<file path="src/design/adp_pkg.sv">
`timescale 1ns / 1ps
`default_nettype none

package adp_pkg;

	// Result kinds.
	localparam logic [1:0] KIND_PROFILE = 2'd0;
	localparam logic [1:0] KIND_FLAGS   = 2'd1;
	localparam logic [1:0] KIND_LABEL   = 2'd2;
	localparam logic [1:0] KIND_ERROR   = 2'd3;

	// Smallest buffer that can hold a descriptor header.
	localparam logic [15:0] MIN_BUFFER = 16'd5;
	// Bytes in one application profile entry.
	localparam int unsigned PROFILE_BYTES = 5;
	// Fixed bytes besides the profiles in the descriptor length (profiles length, flags, priority).
	localparam logic [9:0] FIXED_BYTES = 10'd3;

	localparam logic [7:0] FLAG_BOUND_MASK = 8'h80;
	localparam logic [7:0] FLAG_VIS_MASK   = 8'h60;
	localparam logic [7:0] FLAG_RES_MASK   = 8'h1f;

	typedef struct packed {
		logic [1:0]  kind;
		logic [7:0]  tag;
		logic [15:0] profile;
		logic [7:0]  ver_major;
		logic [7:0]  ver_minor;
		logic [7:0]  ver_micro;
		logic        service_bound;
		logic [1:0]  visibility;
		logic [4:0]  reserved_bits;
		logic [7:0]  priority_res;
		logic [7:0]  label;
		logic        last;
	} res_t;

endpackage

`default_nettype wire

</file>
<file path="src/design/application_descriptor_parser_top.sv">
// A result is registered into the output register, or into the skid register while the output is stalled.
// One byte is accepted per cycle while the input is not stalled. Each byte is decoded by a single registered pass.
// Input stall rises only when both the output register and the skid register hold results.
// Reset (arst_n low, asynchronous) returns the parser to idle, waiting for a first byte,
// and empties the output and skid registers.
`timescale 1ns / 1ps
`default_nettype none

module application_descriptor_parser_top
	import adp_pkg::*;
(
	input  wire logic        clk,
	input  wire logic        arst_n,

	input  wire logic        data_valid,
	output logic             data_stall,
	input  wire logic [7:0]  data_byte,
	input  wire logic        first_byte,
	input  wire logic [15:0] buffer_length,

	output logic             res_valid,
	input  wire logic        res_stall,
	output logic [1:0]       kind,
	output logic [7:0]       tag,
	output logic [15:0]      profile,
	output logic [7:0]       ver_major,
	output logic [7:0]       ver_minor,
	output logic [7:0]       ver_micro,
	output logic             service_bound,
	output logic [1:0]       visibility,
	output logic [4:0]       reserved_bits,
	output logic [7:0]       priority_res,
	output logic [7:0]       label,
	output logic             last
);

	// Parser phases. Each phase names what the next non-first byte holds.
	typedef enum logic [2:0] {
		PH_IDLE,
		PH_LEN,
		PH_PLEN,
		PH_PROF,
		PH_FLAGS,
		PH_PRIO,
		PH_LABELS
	} phase_t;

	phase_t      phase_q, phase_d;
	logic [15:0] avail_q, avail_d;
	logic [7:0]  tag_q, tag_d;
	logic [7:0]  desc_len_q, desc_len_d;
	logic [7:0]  prof_len_q, prof_len_d;
	logic [5:0]  prof_left_q, prof_left_d;
	logic [2:0]  prof_idx_q, prof_idx_d;
	logic [31:0] prof_hold_q, prof_hold_d;
	logic [7:0]  flags_q, flags_d;
	logic [7:0]  labels_left_q, labels_left_d;

	// Output register plus one skid register. The skid register catches a result
	// produced while the output is stalled, so the input never waits on a single
	// pending result.
	res_t out_q, skid_q, res_d;
	logic out_valid_q, skid_valid_q;
	logic res_new;

	logic accept;
	logic out_take;

	// Division of the profiles length by five, done as a multiply by the
	// reciprocal. The product is exact for every 8-bit dividend.
	logic [17:0] div5_prod;
	logic [5:0]  prof_count;

	// Label count as a signed difference; zero or negative means no labels.
	logic signed [10:0] label_diff;
	logic [7:0]         label_count;

	assign data_stall = skid_valid_q;
	assign accept     = data_valid && !data_stall;
	assign out_take   = out_valid_q && !res_stall;

	assign div5_prod  = {10'd0, data_byte} * 18'd205;
	assign prof_count = div5_prod[15:10];

	assign label_diff  = $signed({3'd0, desc_len_q}) - $signed({3'd0, prof_len_q})
		- $signed({1'b0, FIXED_BYTES});
	assign label_count = (label_diff > 11'sd0) ? label_diff[7:0] : 8'd0;

	always_comb begin
		phase_d       = phase_q;
		avail_d       = avail_q;
		tag_d         = tag_q;
		desc_len_d    = desc_len_q;
		prof_len_d    = prof_len_q;
		prof_left_d   = prof_left_q;
		prof_idx_d    = prof_idx_q;
		prof_hold_d   = prof_hold_q;
		flags_d       = flags_q;
		labels_left_d = labels_left_q;
		res_new       = 1'b0;
		res_d         = '0;
		res_d.tag     = tag_q;

		if (accept) begin
			if (first_byte) begin
				// A first byte always restarts, even inside a descriptor.
				tag_d     = data_byte;
				avail_d   = buffer_length;
				res_d.tag = data_byte;
				if (buffer_length < MIN_BUFFER) begin
					phase_d    = PH_IDLE;
					res_new    = 1'b1;
					res_d.kind = KIND_ERROR;
					res_d.last = 1'b1;
				end else begin
					phase_d = PH_LEN;
				end
			end else begin
				unique case (phase_q)
					PH_LEN: begin
						desc_len_d = data_byte;
						if (avail_q < ({8'd0, data_byte} + 16'd2)) begin
							phase_d    = PH_IDLE;
							res_new    = 1'b1;
							res_d.kind = KIND_ERROR;
							res_d.last = 1'b1;
						end else begin
							phase_d = PH_PLEN;
						end
					end
					PH_PLEN: begin
						prof_len_d  = data_byte;
						prof_left_d = prof_count;
						prof_idx_d  = 3'd0;
						prof_hold_d = '0;
						phase_d     = (prof_count != 6'd0) ? PH_PROF : PH_FLAGS;
					end
					PH_PROF: begin
						if (prof_idx_q < 3'(PROFILE_BYTES - 1)) begin
							prof_hold_d = {prof_hold_q[23:0], data_byte};
							prof_idx_d  = prof_idx_q + 3'd1;
						end else begin
							res_new         = 1'b1;
							res_d.kind      = KIND_PROFILE;
							res_d.profile   = prof_hold_q[31:16];
							res_d.ver_major = prof_hold_q[15:8];
							res_d.ver_minor = prof_hold_q[7:0];
							res_d.ver_micro = data_byte;
							prof_idx_d      = 3'd0;
							prof_hold_d     = '0;
							prof_left_d     = prof_left_q - 6'd1;
							if (prof_left_q == 6'd1) begin
								phase_d = PH_FLAGS;
							end
						end
					end
					PH_FLAGS: begin
						flags_d = data_byte;
						phase_d = PH_PRIO;
					end
					PH_PRIO: begin
						labels_left_d       = label_count;
						res_new             = 1'b1;
						res_d.kind          = KIND_FLAGS;
						res_d.last          = (label_count == 8'd0);
						res_d.service_bound = |(flags_q & FLAG_BOUND_MASK);
						res_d.visibility    = flags_q[6:5] & FLAG_VIS_MASK[6:5];
						res_d.reserved_bits = flags_q[4:0] & FLAG_RES_MASK[4:0];
						res_d.priority_res  = data_byte;
						phase_d = (label_count != 8'd0) ? PH_LABELS : PH_IDLE;
					end
					PH_LABELS: begin
						labels_left_d = labels_left_q - 8'd1;
						res_new       = 1'b1;
						res_d.kind    = KIND_LABEL;
						res_d.last    = (labels_left_q == 8'd1);
						res_d.label   = data_byte;
						if (labels_left_q == 8'd1) begin
							phase_d = PH_IDLE;
						end
					end
					default: begin
						// Stray bytes while idle are dropped.
						phase_d = PH_IDLE;
					end
				endcase
			end
		end
	end

	always_ff @(posedge clk or negedge arst_n) begin
		if (!arst_n) begin
			phase_q       <= PH_IDLE;
			avail_q       <= '0;
			tag_q         <= '0;
			desc_len_q    <= '0;
			prof_len_q    <= '0;
			prof_left_q   <= '0;
			prof_idx_q    <= '0;
			prof_hold_q   <= '0;
			flags_q       <= '0;
			labels_left_q <= '0;
		end else begin
			phase_q       <= phase_d;
			avail_q       <= avail_d;
			tag_q         <= tag_d;
			desc_len_q    <= desc_len_d;
			prof_len_q    <= prof_len_d;
			prof_left_q   <= prof_left_d;
			prof_idx_q    <= prof_idx_d;
			prof_hold_q   <= prof_hold_d;
			flags_q       <= flags_d;
			labels_left_q <= labels_left_d;
		end
	end

	// Output and skid control. While the skid register is full the input is
	// stalled, so no new result can arrive in that cycle.
	always_ff @(posedge clk or negedge arst_n) begin
		if (!arst_n) begin
			out_valid_q  <= 1'b0;
			skid_valid_q <= 1'b0;
		end else begin
			if (out_take || !out_valid_q) begin
				if (skid_valid_q) begin
					skid_valid_q <= 1'b0;
				end else begin
					out_valid_q <= res_new;
				end
			end else if (res_new) begin
				skid_valid_q <= 1'b1;
			end
		end
	end

	always_ff @(posedge clk) begin
		if (out_take || !out_valid_q) begin
			if (skid_valid_q) begin
				out_q <= skid_q;
			end else if (res_new) begin
				out_q <= res_d;
			end
		end else if (res_new) begin
			skid_q <= res_d;
		end
	end

	assign res_valid     = out_valid_q;
	assign kind          = out_q.kind;
	assign tag           = out_q.tag;
	assign profile       = out_q.profile;
	assign ver_major     = out_q.ver_major;
	assign ver_minor     = out_q.ver_minor;
	assign ver_micro     = out_q.ver_micro;
	assign service_bound = out_q.service_bound;
	assign visibility    = out_q.visibility;
	assign reserved_bits = out_q.reserved_bits;
	assign priority_res  = out_q.priority_res;
	assign label         = out_q.label;
	assign last          = out_q.last;

endmodule

`default_nettype wire

</file>
<file path="config.mk">
export PLATFORM = sky130hd
export DESIGN_NAME = application_descriptor_parser_top
export DESIGN_NICKNAME = d
export VERILOG_FILES = /design/src/design/adp_pkg.sv /design/src/design/application_descriptor_parser_top.sv
export SDC_FILE = /design/constraint.sdc
export NUM_CORES = 1
export LEC_CHECK = 0
export BUFFER_PORTS_ARGS = -buffer_cell sky130_fd_sc_hd__buf_4
export CAP_MARGIN = 20
export CORE_MARGIN = 2
export CORE_UTILIZATION = 40
export CTS_CLUSTER_DIAMETER = 40
export DETAILED_ROUTE_END_ITERATION = 7
export GPL_ROUTABILITY_DRIVEN = 0
export SLEW_MARGIN = 20
export SYNTH_ARGS = -nofsm -noshare
export SYNTH_HDL_FRONTEND = slang
export SYNTH_SLANG_ARGS = --single-unit
</file>
<file path="constraint.sdc">
create_clock -name clk -period 11.6 [get_ports clk]
set_clock_uncertainty 0.1 [all_clocks]
set_input_delay 3.48 -clock clk [delete_from_list [all_inputs] [get_ports clk]]
set_output_delay 3.48 -clock clk [all_outputs]
set_load 0.005 [all_outputs]
</file>
==> results.cfg, run 1 <==
[status]
outcome = finished clean

[cts]
clk_pin_slew_worst_paths_ns = 0.05
ctsHoldBuffers = 0
cts_sinks = 252
root_buffer = clkbuf_16
htreeDepth = 2
post-cts-setup-buffer-count = 0
cts_max_path_buffers = 3
cts_resized = 0
numCtsBuffers = 34
cts_tree = yes
insertion_delay_ns = 0.51

[layout]
final_layout_size_suffix_gt1_share_pct = 21.3
fin_util_pct = 48.2
area_delta_synth_final_pct = 18.7
diodes = 0
seq_area_mm2 = 0.00706
nets = 1144
fin_cells = 1455
nFillCells = 2650
multiInputGateArea_mm2 = 0.00456

[routing]
drt_iter0_markers = 461
firstDrtPassIters = 5
totalWireLength_um = 25900
drcViolationCount = 0
wl_per_cell_um = 17.8
vias = 7618
ant_nets = 0
vias_per_cell = 5.24

[yosys]
synth-adder-area-share_pct = 8.68
syn_area_per_cell_um2 = 12.9
synth_top_family_by_area = compound AO/OA/AOI/OAI gates
synth_edf_count = 150
synth_area_mm2 = 0.0120
synthMuxAreaShare_pct = 4.95
synth_compound_area_share_pct = 13.1
syn_inst = 931
synthXorXnorAreaFrac_pct = 1.75
syn_nets = 1036
ys_async_sr_fraction_pct = 40.5
synth_simple_gate_area_share_pct = 9.32
synth-seq-cells = 252
synth.yosys.seq_area_share_pct = 58.8
ys_types = 66
synth_flop_cell = edfxtp_1
yosys_warnings = 0

[floorplan]
die_h_um = 177
die_w_um = 177
dieArea_mm2 = 0.0314
rows = 63
ioPinCount = 106
core_mm2 = 0.0296
start_util_pct = 40.6

[timing]
setup_slack_ns = 4.11
period_share_pct = 64.6
rsz0062_at_grt = false
fin_hold_ws_ns = 0.395
max_freq_mhz = 133
hold_viol = 0
drv_slew = 0
max_slew_margin_pct = 29.3
setup_tns_ns = 0
tightest_slew_ns = 1.06
finalSetupViolCount = 0
finalCriticalPeriod_ns = 7.49

[placed_design]
dp_hpwl_um = 17800
place_ws_ns = 3.59
numPlacedInstances = 1393
port_buffers = 105

[setup_path]
path_class = in2reg
rr_startpoint = avail_q[8]$_DFFE_PN0P_
endpoint_kind = register
start_kind = primary input
reg2reg_depth = 8
crit_path_start = data_byte[1]
critPathRequiredTime_ns = 11.88
critPathMaxFanout = 14
arrival_ns = 7.77

[run]
drv_cap = 0

[power_and_ir_drop]
pwr-share-comb_pct = 24.6
internal-power_w = 0.00192
p_per_area_mw_per_mm2 = 192
seq_power_share_pct = 40.1
power_frac_clock_pct = 35.4
vdd_ir_drop_max_v = 0.000125
p_sw_share_pct = 29.7
switchingPower_w = 0.000813
leakagePower_nw = 6.56

[worst_hold_path]
hold_path.class = reg2reg
hp-start = desc_len_q[6]$_DFFE_PN0P_
min_delay_path_depth = 2

[grt]
grt_overflow_total = 0
grt_pass1_wl_um = 41000
grt_pass1_vias = 7516
grt.total_usage_pct = 16.7
antenna_found_initial = 0
grt_max_degree = 72
-- worst paths after layout --
kind	slack, ns	to
worst max register to register	7.68	skid_q[15]$_DFFE_PP_
worst min-delay path	0.39	desc_len_q[6]$_DFFE_PN0P_
min in group asynchronous	2.86	labels_left_q[3]$_DFFE_PN0P_
max in group asynchronous	7.22	data_stall$_DFFE_PN0P_
worst max-delay path	4.11	phase_q[1]$_DFFE_PN0P_
worst min register to register	0.39	desc_len_q[6]$_DFFE_PN0P_
-- worst max-delay path, stage by stage --
cell and delay [ns]:
buf_4 0.19, ha_1 0.32, inv_1 0.07, fa_1 0.54, inv_1 0.05, fa_1 0.50, inv_1 0.06, fa_1 0.53
inv_1 0.04, ha_1 0.29, o211ai_1 0.11, nor3_1 0.08, a2111oi_1 0.66, xor2_1 0.28, nand3_1 0.12, and2b_1 0.18
a221o_1 0.25
-- Yosys cell counts, drive strengths merged, types with 17 or more instances --
master  instances  share of area (%)
a21o           73                4.6
a21oi          26                1.1
a22o           35                2.6
and2           44                2.3
and3           23                1.2
clkbuf         33                1.0
dfrtp         102                 21
edfxtp        150                 38
ha             64                6.7
inv            57                1.8
mux2           50                4.8
nand2          39                1.2
nand3          17               0.75
nor2           35                1.1
o21ai          33                1.4
-- stage by stage --
step                cell area, µm²  power [W]
finish                       14200    0.00274
global route                 14200    0.00289
CTS                          14200    0.00276
global placement             13200    0.00177
floorplan                    12000    0.00161
detailed placement           13200    0.00178
-- cells in the final DEF, fill, tap and decap left out, drive strengths merged, types with 33 or more instances in the layout --
cell | netlist | layout
a21o | 73 | 73
a22o | 35 | 35
and2 | 44 | 44
buf | 8 | 113
clkbuf | 33 | 47
dfrtp | 102 | 102
edfxtp | 150 | 150
ha | 64 | 64
inv | 57 | 60
mux2 | 50 | 50
nand2 | 39 | 39
nor2 | 35 | 35
o21ai | 33 | 33
-- flip-flops by register name, indices dropped and copies added (netlist names), 5 cells and up --
signal         count
skid_q            75
prof_hold_q       32
avail_q           16
profile           16
desc_len_q         8
flags_q            8
label              8
labels_left_q      8
priority_res       8
prof_len_q         8
tag                8
tag_q              8
ver_major          8
ver_micro          8
ver_minor          8
prof_left_q        6
reserved_bits      5
-- metal layers --
| layer | vias to the layer above | track usage, % | part of all wire [%] |
|---|---|---|---|
| met2 | 149 | 27.1 | 48 |
| met5 | - | 0 | 0 |
| li1 | 3648 | - | - |
| met3 | 39 | 2.47 | 3.5 |
| met4 | 0 | 5.30 | 2.2 |
| met1 | 3782 | 22.9 | 46 |
-- cells by family (layout without fill, tap and decap cells) --
| group | after synthesis | count (layout) |
|---|---|---|
| simple gates | 209 | 209 |
| compound gates | 218 | 218 |
| xor+xnor | 24 | 24 |
| fa+ha+maj | 76 | 76 |
| flops | 252 | 252 |
| mux | 52 | 52 |
| buf+inv | 100 | 234 |
-- power by group through the flow --
stage	combinational, W	clock, W	sequential (W)
finish	0.000672	0.000967	0.00110
global route	0.000757	0.00103	0.00111
CTS	0.000676	0.000987	0.00110
detailed placement	0.000672	0	0.00111
global placement	0.000663	0	0.00111
floorplan	0.000514	0	0.00109
-- area by class of cell --
class                      count  area share [%]
sequential                   252            49.6
multi-input combinational    579            32.1
clock buffer                  47            6.47
timing repair buffer         113            5.96
tap                          390            3.43
inverter                      59            1.56
clock inverter                15           0.958
No activity file was read; power rests on OpenSTA's default activity.
==> run 2: changes to the inputs <==
- clock period: 11.6 -> 6.1 ns (I/O delays scaled with it)
==> results.cfg, run 2 (synthesized netlist as in run 1, its figures left out) <==
[power_and_ir_drop]
leakagePower_nw = 6.67
internal-power_w = 0.00379
switchingPower_w = 0.00156
p_per_area_mw_per_mm2 = 370
seq_power_share_pct = 38.9
vdd_ir_drop_max_v = 0.000172
pwr-share-comb_pct = 24.3
power_frac_clock_pct = 36.7
p_sw_share_pct = 29.2

[grt]
grt_pass1_vias = 7669
grt_overflow_total = 0
grt_max_degree = 64
grt.total_usage_pct = 17.1
grt_pass1_wl_um = 42000
antenna_found_initial = 0

[setup_path]
reg2reg_depth = 5
crit_chain = buf_4 -> ha_1 -> inv_1 -> fa_1 -> inv_1 -> fa_1 -> inv_1 -> fa_1 -> inv_1 -> ha_1 -> o211ai_1 -> nor3_1 -> a2111oi_1 -> buf_4 -> xor2_1 -> nand3_1 -> and2b_1 -> a221o_1
cp_slowest_cell = fa_1
reg2reg_to = tag[4]$_DFFE_PP_
start_kind = primary input
reg2reg_slack_ns = 2.56
rr_startpoint = data_stall$_DFFE_PN0P_
cp_common_cell = inv_1
path_class = in2reg
critPathMaxFanout = 2
arrival_ns = 5.84
slowest_delay_ns = 0.53
endpoint_kind = register
critPathRequiredTime_ns = 6.38

[placed_design]
numPlacedInstances = 1407
place_ws_ns = 0.0314
port_buffers = 105
dp_hpwl_um = 18200

[cts]
root_buffer = clkbuf_16
clk_pin_slew_worst_paths_ns = 0.05
post-cts-setup-buffer-count = 0
htreeDepth = 2
cts_resized = 0
ctsHoldBuffers = 0
insertion_delay_ns = 0.50
cts_tree = yes
cts_max_path_buffers = 3
numCtsBuffers = 34
cts_sinks = 252

[floorplan]
core_mm2 = 0.0296
dieArea_mm2 = 0.0314
rows = 63
start_util_pct = 40.6
ioPinCount = 106
die_w_um = 177
die_h_um = 177

[routing]
vias_per_cell = 5.23
ant_nets = 0
drcViolationCount = 0
drt_iter0_markers = 514
vias = 7671
firstDrtPassIters = 5
totalWireLength_um = 26500
wl_per_cell_um = 18.1

[layout]
largest_reg_flops = 75
mostFrequentLayoutCell = edfxtp_1
largest-register = skid_q
area_delta_synth_final_pct = 20.4
final_layout_size_suffix_gt1_share_pct = 22.6
nets = 1158
largestRegisters = skid_q x75, prof_hold_q x32
layout_common_cells = 150 x edfxtp_1, 125 x buf_4, 101 x dfrtp_1
diodes = 0
fin_cells = 1468

[timing]
drv_slew = 0
finalCriticalPeriod_ns = 5.56
setup_slack_ns = 0.542
rsz0062_at_grt = false
tightest_slew_ns = 1.04
period_share_pct = 91.1
finalSetupViolCount = 0
hold_viol = 0
max_slew_margin_pct = 30.5
max_freq_mhz = 180

[status]
outcome = finished clean

[run]
drv_cap = 0

[worst_hold_path]
hold_path.class = reg2reg
min_to = flags_q[7]$_DFFE_PN0P_
min_delay_path_depth = 2
hp-start = flags_q[7]$_DFFE_PN0P_
[run 2: cell count changes in the layout (fill, tap and decap cells not counted), sizes merged]
cell / change
buf: +14
bufinv: +2
clkinvlp: -1
inv: +1
clkbuf: -3
[run 2: stage by stage]
stage	utilization [%]	hold slack, ns	total power (W)	setup TNS [ns]	cell area, µm²
floorplan	-	0.342	0.00305	0	12000
global placement	45.0	0.357	0.00338	-0.00379	13300
detailed placement	45.0	0.366	0.00341	0	13300
CTS	48.9	0.378	0.00540	0	14400
global route	48.9	0.400	0.00565	0	14400
finish	48.9	0.375	0.00535	0	14400
[run 2: final cells by class]
type / count / area, µm²
clock buffer: 44 / 940
clock inverter: 17 / 198
fill: 2614 / 15100
inverter: 59 / 221
multi-input combinational: 579 / 4560
sequential: 252 / 7060
tap: 390 / 488
timing repair buffer: 127 / 978
[run 2: worst max-delay path: cells and delay by family]
kind	cells	cell delay, ns
AOI/OAI and AO/OA	3	0.78
buffers and inverters	6	0.53
xor gates and xnor gates	1	0.18
adders and majority gates	5	2.13
and+or+nand+nor	3	0.38
[run 2: routing by layer]
layer,vias to the layer above,share of wire [%],global-route usage (%)
met2,153,47,27.2
met3,44,4.0,2.99
met4,0,2.3,5.10
met1,3799,47,23.9
li1,3675,-,-
met5,-,0,0
[run 2: worst max path at each step]
stage	endpoint	from	cells after the start	slack, ns
after floorplan	phase_q[1]$_DFFE_PN0P_	data_byte[1]	16	0.32
after global placement	phase_q[1]$_DFFE_PN0P_	data_byte[1]	18	-0.004
after detailed placement	phase_q[1]$_DFFE_PN0P_	data_byte[1]	18	0.03
after CTS	phase_q[1]$_DFFE_PN0P_	data_byte[1]	18	0.56
after global routing	phase_q[1]$_DFFE_PN0P_	data_byte[1]	18	0.30
final	phase_q[1]$_DFFE_PN0P_	data_byte[1]	18	0.54
[run 2: power groups by stage]
stage	logic [W]	registers [W]	clock network [W]
2_1_floorplan	0.000978	0.00208	0
3_3_place_gp	0.00128	0.00211	0
3_5_place_dp	0.00130	0.00211	0
4_1_cts	0.00130	0.00208	0.00201
5_1_grt	0.00146	0.00210	0.00208
6_report	0.00130	0.00208	0.00196
